### src/rtl/output_blink_pattern_generator_macros.svh
// assertion macros for the blink pattern generator
`ifndef OUTPUT_BLINK_PATTERN_GENERATOR_MACROS_SVH
`define OUTPUT_BLINK_PATTERN_GENERATOR_MACROS_SVH

`ifndef NO_ASSERTIONS

// same-cycle implication, sampled on clock, idle during reset
`define OBPG_ASSERT_SAME(label, ante, cons, msg) \
   label: assert property (@(posedge clock) disable iff (reset) (ante) |-> (cons)) \
      else $error(msg);

// next-cycle implication, sampled on clock, idle during reset
`define OBPG_ASSERT_NEXT(label, ante, cons, msg) \
   label: assert property (@(posedge clock) disable iff (reset) (ante) |=> (cons)) \
      else $error(msg);

`else

`define OBPG_ASSERT_SAME(label, ante, cons, msg)
`define OBPG_ASSERT_NEXT(label, ante, cons, msg)

`endif

`endif

### src/rtl/obpg_pkg.sv
// types and constants of the blink pattern generator
package obpg_pkg;

   localparam int unsigned TIME_W  = 32;
   localparam int unsigned CFG_W   = 16;
   localparam int unsigned MODE_W  = 3;
   localparam int unsigned ADDR_W  = 4;
   localparam int unsigned DATA_W  = 32;

   // blink modes, codes 5 to 7 are unused
   typedef enum logic [MODE_W-1:0] {
      MODE_OFF     = 3'd0,
      MODE_ON      = 3'd1,
      MODE_BLINK   = 3'd2,
      MODE_LIMITED = 3'd3,
      MODE_BURSTS  = 3'd4
   } mode_type;

   // register index, byte address divided by four
   typedef enum logic [1:0] {
      REG_ON_TIME    = 2'd0,
      REG_OFF_TIME   = 2'd1,
      REG_PAUSE_TIME = 2'd2,
      REG_PULSE_LIM  = 2'd3
   } reg_index_type;

   localparam logic [CFG_W-1:0] ON_TIME_RESET    = 16'd500;
   localparam logic [CFG_W-1:0] OFF_TIME_RESET   = 16'd500;
   localparam logic [CFG_W-1:0] PAUSE_TIME_RESET = 16'd2000;
   localparam logic [CFG_W-1:0] PULSE_LIM_RESET  = 16'd3;

endpackage

### src/rtl/output_blink_pattern_generator.sv
// Blink pattern generator: one output level per timestamp and mode word.
// Path: a word accepted into the input register passes through the state update
// into the result register, where it is held until taken.
// Throughput: one word per cycle while rsp_stall is low; the state update feeds back from the state registers.
// Reset: synchronous, clears pipeline valids, mode, counter, timing and level,
// and loads the configuration registers with their default times and limit.
`include "output_blink_pattern_generator_macros.svh"

module output_blink_pattern_generator (
   input  logic                          clock,
   input  logic                          reset,
   // input channel
   input  logic                          req_valid,
   output logic                          req_stall,
   input  logic [obpg_pkg::TIME_W-1:0]   req_now_ms,
   input  logic [obpg_pkg::MODE_W-1:0]   req_blink_mode,
   // result channel
   output logic                          rsp_valid,
   input  logic                          rsp_stall,
   output logic                          rsp_drive_level,
   // configuration port
   input  logic                          psel,
   input  logic                          penable,
   input  logic                          pwrite,
   input  logic [obpg_pkg::ADDR_W-1:0]   paddr,
   input  logic [obpg_pkg::DATA_W-1:0]   pwdata,
   output logic [obpg_pkg::DATA_W-1:0]   prdata,
   output logic                          pready
);
   import obpg_pkg::*;

   // configuration registers
   logic [CFG_W-1:0]  on_time_ff;
   logic [CFG_W-1:0]  off_time_ff;
   logic [CFG_W-1:0]  pause_time_ff;
   logic [CFG_W-1:0]  pulse_lim_ff;
   logic              cfg_write;
   reg_index_type     cfg_index;

   // input register
   logic              in_valid_ff;
   logic [TIME_W-1:0] in_now_ff;
   logic [MODE_W-1:0] in_mode_ff;

   // state and result
   logic              out_valid_ff;
   logic [MODE_W-1:0] prev_mode_ff;
   logic [MODE_W-1:0] prev_mode_in;
   logic [CFG_W-1:0]  pulse_count_ff;
   logic [CFG_W-1:0]  pulse_count_in;
   logic [TIME_W-1:0] last_change_ff;
   logic [TIME_W-1:0] last_change_in;
   logic              level_ff;
   logic              level_in;

   logic              out_load;
   logic              in_load;

   // configuration access
   assign pready    = 1'b1;
   assign cfg_write = psel && penable && pwrite;
   assign cfg_index = reg_index_type'(paddr[ADDR_W-1:2]);

   always_ff @(posedge clock) begin
      if (reset) begin
         on_time_ff    <= ON_TIME_RESET;
         off_time_ff   <= OFF_TIME_RESET;
         pause_time_ff <= PAUSE_TIME_RESET;
         pulse_lim_ff  <= PULSE_LIM_RESET;
      end else if (cfg_write) begin
         unique case (cfg_index)
            REG_ON_TIME:    on_time_ff    <= pwdata[CFG_W-1:0];
            REG_OFF_TIME:   off_time_ff   <= pwdata[CFG_W-1:0];
            REG_PAUSE_TIME: pause_time_ff <= pwdata[CFG_W-1:0];
            REG_PULSE_LIM:  pulse_lim_ff  <= pwdata[CFG_W-1:0];
         endcase
      end
   end

   // register read back
   always_comb begin
      unique case (cfg_index)
         REG_ON_TIME:    prdata = {{(DATA_W-CFG_W){1'b0}}, on_time_ff};
         REG_OFF_TIME:   prdata = {{(DATA_W-CFG_W){1'b0}}, off_time_ff};
         REG_PAUSE_TIME: prdata = {{(DATA_W-CFG_W){1'b0}}, pause_time_ff};
         REG_PULSE_LIM:  prdata = {{(DATA_W-CFG_W){1'b0}}, pulse_lim_ff};
      endcase
   end

   // pipeline flow: result register loads when empty or being taken
   assign out_load  = in_valid_ff && (!out_valid_ff || !rsp_stall);
   assign req_stall = in_valid_ff && !out_load;
   assign in_load   = req_valid && !req_stall;

   // input register
   always_ff @(posedge clock) begin
      if (reset) begin
         in_valid_ff <= 1'b0;
      end else if (in_load) begin
         in_valid_ff <= 1'b1;
      end else if (out_load) begin
         in_valid_ff <= 1'b0;
      end
   end

   always_ff @(posedge clock) begin
      if (in_load) begin
         in_now_ff  <= req_now_ms;
         in_mode_ff <= req_blink_mode;
      end
   end

   // per-word state update
   always_comb begin
      logic              changed;
      logic [CFG_W-1:0]  count_base;
      logic [TIME_W-1:0] change_base;
      logic [TIME_W-1:0] elapsed;
      logic              on_over;
      logic              off_over;
      logic              pause_over;
      logic              blink_level;
      logic              blink_bump;

      changed     = (in_mode_ff != prev_mode_ff);
      count_base  = changed ? '0 : pulse_count_ff;
      change_base = changed ? in_now_ff : last_change_ff;
      elapsed     = in_now_ff - change_base;
      on_over     = elapsed > {{(TIME_W-CFG_W){1'b0}}, on_time_ff};
      off_over    = elapsed > {{(TIME_W-CFG_W){1'b0}}, off_time_ff};
      pause_over  = elapsed > {{(TIME_W-CFG_W){1'b0}}, pause_time_ff};

      // one blink step from the current level
      blink_level = level_ff ? !on_over : off_over;
      blink_bump  = !level_ff && off_over;

      prev_mode_in   = in_mode_ff;
      pulse_count_in = count_base;
      last_change_in = change_base;
      level_in       = level_ff;

      unique case (in_mode_ff)
         MODE_OFF: level_in = 1'b0;
         MODE_ON:  level_in = 1'b1;
         MODE_BLINK: begin
            level_in       = blink_level;
            pulse_count_in = count_base + CFG_W'(blink_bump);
         end
         MODE_LIMITED: begin
            if (count_base < pulse_lim_ff) begin
               level_in       = blink_level;
               pulse_count_in = count_base + CFG_W'(blink_bump);
            end else begin
               level_in = 1'b0;
            end
         end
         MODE_BURSTS: begin
            if (count_base <= pulse_lim_ff) begin
               level_in       = blink_level;
               pulse_count_in = count_base + CFG_W'(blink_bump);
            end else begin
               level_in = 1'b0;
               if (pause_over) begin
                  last_change_in = in_now_ff;
                  pulse_count_in = '0;
               end
            end
         end
         default: level_in = level_ff;
      endcase

      // any level edge restarts timing
      if (level_in != level_ff) begin
         last_change_in = in_now_ff;
      end
   end

   // state and result registers
   always_ff @(posedge clock) begin
      if (reset) begin
         out_valid_ff   <= 1'b0;
         prev_mode_ff   <= MODE_OFF;
         pulse_count_ff <= '0;
         last_change_ff <= '0;
         level_ff       <= 1'b0;
      end else begin
         if (out_load) begin
            out_valid_ff   <= 1'b1;
            prev_mode_ff   <= prev_mode_in;
            pulse_count_ff <= pulse_count_in;
            last_change_ff <= last_change_in;
            level_ff       <= level_in;
         end else if (!rsp_stall) begin
            out_valid_ff <= 1'b0;
         end
      end
   end

   assign rsp_valid       = out_valid_ff;
   assign rsp_drive_level = level_ff;

   // checks on the state update
   `OBPG_ASSERT_NEXT(off_forces_low, out_load && (in_mode_ff == MODE_OFF), rsp_valid && !rsp_drive_level, "off mode gave a high level")
   `OBPG_ASSERT_NEXT(on_forces_high, out_load && (in_mode_ff == MODE_ON), rsp_valid && rsp_drive_level, "on mode gave a low level")
   `OBPG_ASSERT_NEXT(change_clears_count, out_load && (in_mode_ff != prev_mode_ff), (pulse_count_ff == '0) || (pulse_count_ff == CFG_W'(1)), "mode change left a stale pulse count")
   `OBPG_ASSERT_NEXT(unused_mode_holds, out_load && (in_mode_ff > MODE_BURSTS), $stable(level_ff), "unused mode changed the level")
   `OBPG_ASSERT_SAME(stall_needs_word, req_stall, in_valid_ff, "input stalled with an empty input register")

endmodule
### config.mk
export PLATFORM = sky130hd
export DESIGN_NAME = output_blink_pattern_generator
export DESIGN_NICKNAME = d
export VERILOG_FILES = /design/src/rtl/obpg_pkg.sv /design/src/rtl/output_blink_pattern_generator.sv
export VERILOG_INCLUDE_DIRS = /design/src /design/src/rtl
export SDC_FILE = /design/constraint.sdc
export NUM_CORES = 1
export LEC_CHECK = 0
export BUFFER_PORTS_ARGS = -buffer_cell sky130_fd_sc_hd__buf_2
export CAP_MARGIN = 5
export CORE_UTILIZATION = 34
export CTS_CLUSTER_SIZE = 25
export DETAILED_ROUTE_END_ITERATION = 8
export GPL_TIMING_DRIVEN = 0
export HOLD_SLACK_MARGIN = 0.12
export PLACE_DENSITY = 0.59
export SLEW_MARGIN = 20
export SYNTH_ARGS = -nofsm -noshare
export SYNTH_HDL_FRONTEND = slang
export SYNTH_SLANG_ARGS = --single-unit
### constraint.sdc
create_clock -name clock -period 19.8 [get_ports clock]
set_input_delay 4.95 -clock clock [delete_from_list [all_inputs] [get_ports clock]]
set_output_delay 4.95 -clock clock [all_outputs]
set_load 0.005 [all_outputs]
==> summary.md, run 1 <==
| Metric | Value |
|---|---|
| Clock Path Buffers | `2` |
| Number of port buffers | `just under 80` |
| Avg Cell Area, Syn | `8.06 µm²` |
| Synth top area cells | `dfxtp_1 (20%), ha_1 (9.4%), edfxtp_1 (9.1%)` |
| IO Pins | `between 100 and 150` |
| IR drop worst, VDD | `0.0000652 V` |
| Max-slew violation count | `0` |
| Drt initial violations | `about 850` |
| Slew HR | `a little under a third` |
| Hold-critical path depth | `2` |
| Share of cells above drive strength 1 | `12.3%` |
| Crit path kind | `in2out` |
| Routability cong. | `around 0.92` |
| Synth top area share | `roughly 20%` |
| Synthesized area | `around 12000 µm²` |
| Unique cell type count in the Yosys netlist | `between 80 and 90` |
| Synth Area in Compound Gates | `21.3%` |
| Critical path endpoint category | `output pin` |
| Total gr overflow | `0` |
| Worst hold slack | `~0.46 ns` |
| Nets | `about 1700` |
| # DRC | `0` |
| Worst setup SP type | `input port` |
| Aggregate routed wire length | `approximately 37000 µm` |
| DRT antenna net count | `0` |
| Final Cycle Share | `61.9%` |
| Core area | `between 30000 and 40000 µm²` |
| Req. time, crit path | `14.85 ns` |
| Die Wd | `approximately 190 µm` |
| GRT busiest layer | `met2` |
| Worst r2r src | `in_mode_ff[1]` |
| Synth area leader | `dfxtp_1` |
| Commonest non-fill, non-tap cells in the layout | `nand2_1 (275), a21oi_1 (122), dfxtp_1 (118)` |
| Pleak | `5.41 nW` |
| Post_cts resized | `0` |
| Synthesized flop and latch total | `roughly 150` |
| Initial Utilization | `around a third` |
| Setup TNS Final | `0 ns` |
| Ys flop type | `dfxtp_1` |
| Setup violations, final | `0` |
| Wire length per cell | `roughly 18 µm` |
| Min-Delay Startpoint | `last_change_ff[22]` |
| F_max | `approximately 80 MHz` |
| Post-CTS Setup Inserts | `0` |
| Post-synthesis adder-cell area fraction | `a little under a tenth` |
| Number of H-tree levels | `4` |
| Largest net degree at the start of global routing | `28` |
| Hold Path Sink | `last_change_ff[22]` |
| Seq. cell area | `3410 µm²` |
| Number of global-route vias before repair | `a little over 10000` |
| Most common cell after layout, fill and taps aside | `nand2_1` |
| Status | `complete, no violations` |
| Hold bufs inserted after CTS | `0` |
| GRT met2 Usage | `35.2%` |
| Simple-Gate Fraction of Synth Area | `between 20% and 30%` |
| Asr flop ratio synth | `0%` |
| Post-synthesis mux area share | `under 10%` |
| Diodes inserted | `0` |
| Grt met1 use | `a little over a quarter` |
| Total CTS buffers | `17` |
| Via count | `around 11000` |
| First-pass GRT wire length | `between 50000 and 60000 µm` |
| Final Hold Fails | `0` |
| Slew @ Worst Pin | `roughly 1.0 ns` |
| Footprint of the multi-input gates | `roughly 7400 µm²` |
| Worst-path clk slew | `around 0.060 ns` |
| Maxcap violations | `0` |
| Largest family of logic cells by synthesized area | `compound AO/OA/AOI/OAI gates` |
| Area added between synthesis and finish | `13.9%` |
| RSZ-0062 raised after global routing | `false` |
| CTS tree | `done` |
| EDFF count, synth | `35` |
| Syn Inst Count | `approximately 1400` |
| Met3 layer usage reported by global route | `under 10%` |
| Initial antenna violation count | `0` |
| Min Tclk post-route | `about 12 ns` |
| Min-delay worst type | `reg2reg` |
| Total track usage | `a little over a fifth` |
| Die Span Y | `roughly 190 µm` |
| Final Core Density | `39.3%` |
| HPWL after DPL | `about 28000 µm` |
| TritonRoute pass-1 iters | `5` |
| Power Density | `about 70 nW/µm²` |
| Critical path fanouts, max | `10` |
| Worst-case reg-to-reg path depth | `35` |
| Reg2reg end | `pulse_count_ff[14]` |
| Flop2flop setup slack | `10.80 ns` |
| Data arrival, critical path | `about 7.3 ns` |
| Num rows | `67` |
| Post-synthesis sequential area ratio | `between 20 and 30%` |
| Final Skew | `roughly 0.0098 ns` |
| Root Driver | `clkbuf_16` |
| XOR/XNOR Fraction of Synth Area | `under 10%` |
| Clock Sinks | `roughly 150` |
| Synth warnings | `0` |
| Vias per cell | `5.43` |
| Fillers | `3479` |
| DIE AREA | `~35000 µm²` |
| Worst-Skew Late Latency | `0.44 ns` |
==> logic make-up (layout without fill, tap and decap cells) <==
kind of cell               Yosys count  count (layout)
DFF                                153             153
muxes                               77              77
other                                2              17
AOI/OAI and AO/OA                  375             375
adders and majority gates           89              89
xor gates and xnor gates            42              42
and+or+nand+nor                    518             518
buffers and inverters              180             291
==> synth_stat cells (30+ instances only) <==
cell	instances
nor2_1	63
nand2_1	275
inv_1	88
o21ai_0	67
dfxtp_1	118
mux2i_1	59
ha_1	87
edfxtp_1	35
o211ai_1	37
a21oi_1	122
nand3_1	30
clkbuf_1	51
==> where the power goes <==
group	leakage [nW]	total, W	internal [W]	switching [W]
clock	0.279	0.000331	0.000185	0.000146
combinational	3.83	0.000256	0.0000959	0.000160
sequential	1.30	0.000342	0.000332	0.00000970
total	5.41	0.000928	0.000613	0.000315
==> worst max-delay path, stage by stage <==
cell	delay, ns
buf_2	0.10
buf_1	0.58
buf_1	0.85
mux4_2	0.67
buf_2	0.16
==> flip-flops by register name (all words and copies together), names as in the netlist, 3 cells and up <==
name	count
in_mode_ff	3
in_now_ff	32
last_change_ff	32
off_time_ff	16
on_time_ff	16
pause_time_ff	16
prev_mode_ff	3
pulse_count_ff	16
pulse_lim_ff	16
==> layer usage <==
| layer | share of wire, % | vias to the layer above |
|---|---|---|
| li1 | - | 5329 |
| met1 | 45 | 5178 |
| met2 | 47 | 340 |
| met3 | 5.8 | 60 |
| met4 | 2.8 | 0 |
| met5 | 0 | - |
==> worst max-delay path by stage <==
stage	start	endpoint	slack, ns	depth (start not counted)
floorplan	paddr[2]	prdata[0]	8.34	3
global placement	paddr[2]	prdata[10]	7.50	5
detailed placement	paddr[2]	prdata[10]	7.49	5
CTS	paddr[2]	prdata[10]	7.49	5
global route	paddr[2]	prdata[10]	7.36	5
finish	paddr[2]	prdata[10]	7.54	5
==> cell type report <==
class / instances / area share (%)
multi-input cells: 1118 / 56.3
flip-flops and latches: 153 / 25.9
well taps: 448 / 4.25
clock buffers: 20 / 3.55
plain buffers: 92 / 3.52
repair buffers: 79 / 3.11
inverters: 88 / 2.51
clock inverters: 12 / 0.845
==> per-stage QoR <==
stage          instance area [µm²]  power [W]  instances  worst slack, ns
2_1_floorplan                11600   0.000523       1451             8.34
3_3_place_gp                 12600   0.000595       1977             7.50
3_5_place_dp                 12600   0.000599       1978             7.49
4_1_cts                      13200   0.000930       2010             7.49
5_1_grt                      13200   0.000975       2010             7.36
6_report                     13200   0.000928       2010             7.54
No activity file was read; power rests on OpenSTA's default activity.
==> run 2, diff against run 1 <==
Settings changed: ABC_AREA from default to 1.
Clock period 19.8 ns to 12.7 ns, I/O delays scaled along.
==> run 2 against run 1 <==
  * Sequential share of layout area is 0.27 points lower
  * Clock-buffer cell count rose by 1
  * Final cell count rose by 17%
  * Die area rose by 1.5%
  * Register-to-register slack worse by 5.7 ns
  * Critical path depth grew 2
  * Non-clock buffer count shrank 14
  * Final area up 1.0%
  * Routed wire length up 6.6%
  * Combinational power grew 94%
  * Global-route usage increased by 1.4 points
  * Core utilization increased by 0.11 points
  * Critical endpoint is now prdata[13]
==> summary.md, run 2 <==
| Metric | Value |
|---|---|
| Clock Sinks | `153` |
| Number of port buffers | `77` |
| F_max | `around 120 MHz` |
| Synth top area cells | `dfxtp_1 (20%), nand2_1 (14%), ha_1 (9.3%)` |
| Synth area leader | `dfxtp_1` |
| Largest registers in the final layout | `in_now_ff (32), last_change_ff (32)` |
| Share of cells above drive strength 1 | `10.5%` |
| Maxcap violations | `0` |
| Syn Inst Count | `1782` |
| Nets | `2058` |
| Via count | `12200` |
| IR drop worst, VDD | `~0.00011 V` |
| Slew @ Worst Pin | `0.855 ns` |
| TritonRoute pass-1 iters | `5` |
| Largest net degree at the start of global routing | `36` |
| RSZ-0062 raised after global routing | `false` |
| Req. time, crit path | `~9.5 ns` |
| Worst-Skew Late Latency | `0.46 ns` |
| # DRC | `0` |
| Commonest non-fill, non-tap cells in the layout | `nand2_1 (453), inv_1 (246), a21oi_1 (187)` |
| Clock Path Buffers | `2` |
| HPWL after DPL | `around 31000 µm` |
| Core area | `33800 µm²` |
| Most common cell in the netlist | `nand2_1` |
| Final worst slack | `roughly 4.5 ns` |
| Number of H-tree levels | `4` |
| Num rows | `between 60 and 70` |
| Total track usage | `between 20% and 30%` |
| Worst slack, placed | `~4.6 ns` |
| Diodes inserted | `0` |
| Wire length per cell | `16.6 µm` |
| Worst-case reg-to-reg path depth | `40` |
| Synth warnings | `0` |
| Power Density | `between 100 and 150 nW/µm²` |
| Synthesized area | `11700 µm²` |
| Post-synthesis sequential area ratio | `between 20% and 30%` |
| Initial antenna violation count | `0` |
| Number of global-route vias before repair | `~11000` |
| Final Hold Fails | `0` |
| Crit path kind | `in2out` |
| Min-delay worst type | `reg2reg` |
| Status | `complete, no violations` |
| Post-CTS Setup Inserts | `0` |
| Final Skew | `~0.013 ns` |
| Total gr overflow | `0` |
| CP endpoint | `prdata[13]` |
| Final Cycle Share | `between 60 and 70%` |
| Critical path fanouts, max | `10` |
| Initial Utilization | `between 30% and 40%` |
| Pleak | `around 6.1 nW` |
| Crit path launch | `paddr[2]` |
| Reg2reg end | `pulse_count_ff[14]` |
| DRT antenna net count | `0` |
| Hold bufs inserted after CTS | `0` |
| Unique cell type count in the Yosys netlist | `just over 50` |
| Top post-synthesis cells by count | `nand2_1 (453), inv_1 (247), a21oi_1 (187)` |
| Synth top area share | `between 20% and 30%` |
| Critical path endpoint category | `output pin` |
| Routability cong. | `roughly 0.95` |
| EDFF count, synth | `35` |
| Asr flop ratio synth | `0%` |
| Data arrival, critical path | `~5 ns` |
| Fillers | `~3700` |
| Worst-path clk slew | `around 0.060 ns` |
| Drt initial violations | `between 900 and 1000` |
| Total CTS buffers | `17` |
| Ys flop type | `dfxtp_1` |
| Avg Cell Area, Syn | `~6.6 µm²` |
| Worst setup SP type | `input port` |
| Min Tclk post-route | `around 8 ns` |
| First-pass GRT wire length | `~60000 µm` |
| DIE AREA | `approximately 35000 µm²` |
| Synthesized flop and latch total | `roughly 150` |
| Most common cell after layout, fill and taps aside | `nand2_1` |
| CTS tree | `done` |
| Setup TNS Final | `0 ns` |
| Root Driver | `clkbuf_16` |
| Die Wd | `around 190 µm` |
| Vias per cell | `between 5 and 6` |
| Post_cts resized | `0` |
| Slew HR | `a little over two fifths` |
| Area added between synthesis and finish | `13.4%` |
| Max-slew violation count | `0` |
| IO Pins | `~110` |
| Flop2flop setup slack | `between 5 and 6 ns` |
| Setup violations, final | `0` |
| Aggregate routed wire length | `slightly below 40000 µm` |
| Die Span Y | `approximately 190 µm` |
| Worst r2r src | `in_mode_ff[0]` |
## run 2: power breakdown
part | leakage [nW] | internal (W) | total [W] | switching (W)
logic | 4.54 | 0.000168 | 0.000497 | 0.000329
clock network | 0.280 | 0.000280 | 0.000506 | 0.000226
registers | 1.30 | 0.000520 | 0.000534 | 0.0000140
## run 2: through the flow
stage               instances  hold WS [ns]  area, µm²  power (W)  utilization, %
floorplan                1797         0.442      11800   0.000892               -
global placement         2322         0.451      12700    0.00103            37.7
detailed placement       2322         0.453      12700    0.00104            37.7
CTS                      2354         0.464      13300    0.00155            39.4
global route             2354         0.479      13300    0.00164            39.4
finish                   2354         0.461      13300    0.00154            39.4
## run 2: layout make-up
type | instances | area [µm²] | share of cell area, %
buffer | 80 | 413 | 3.10
clock buffer | 21 | 493 | 3.70
clock inverter | 11 | 82.6 | 0.620
inverter | 262 | 985 | 7.39
multi-input combinational | 1302 | 6990 | 52.5
sequential | 153 | 3410 | 25.6
tap | 448 | 561 | 4.21
timing repair buffer | 77 | 385 | 2.89
## run 2: worst max-delay path, cell delays in order
cell	delay, ns
buf_2	0.11
inv_1	0.04
nor2_1	0.64
clkbuf_1	0.56
a21oi_1	0.16
o21ai_0	0.18
buf_2	0.19
## run 2: worst min path at each step
stage                             startpoint                 end  slack, ns  depth (start not counted)
after detailed placement  last_change_ff[20]  last_change_ff[20]       0.45                          2
after CTS                 last_change_ff[22]  last_change_ff[22]       0.46                          2
after floorplan           last_change_ff[12]  last_change_ff[12]       0.44                          2
final                     last_change_ff[21]  last_change_ff[21]       0.46                          2
after global placement    last_change_ff[14]  last_change_ff[14]       0.45                          2
after global routing      last_change_ff[13]  last_change_ff[13]       0.48                          2
## run 2: cell families after synthesis
kind of cell / share of synthesized area (%)
AO/OA/AOI/OAI: 19.8
XOR/XNOR: 2.08
adder cells (fa/ha/maj): 9.27
buffers and inverters: 11.9
flip-flops: 29.1
other: 0.0639
AND/OR/NAND/NOR: 27.8
## run 2: per-layer routing
| layer | vias up | GRT usage (%) | share of wire (%) |
|---|---|---|---|
| met2 | 369 | 37.4 | 47 |
| met5 | - | 0 | 0 |
| li1 | 6107 | - | - |
| met3 | 48 | 3.41 | 5.7 |
| met4 | 0 | 6.91 | 2.0 |
| met1 | 5659 | 29.2 | 46 |
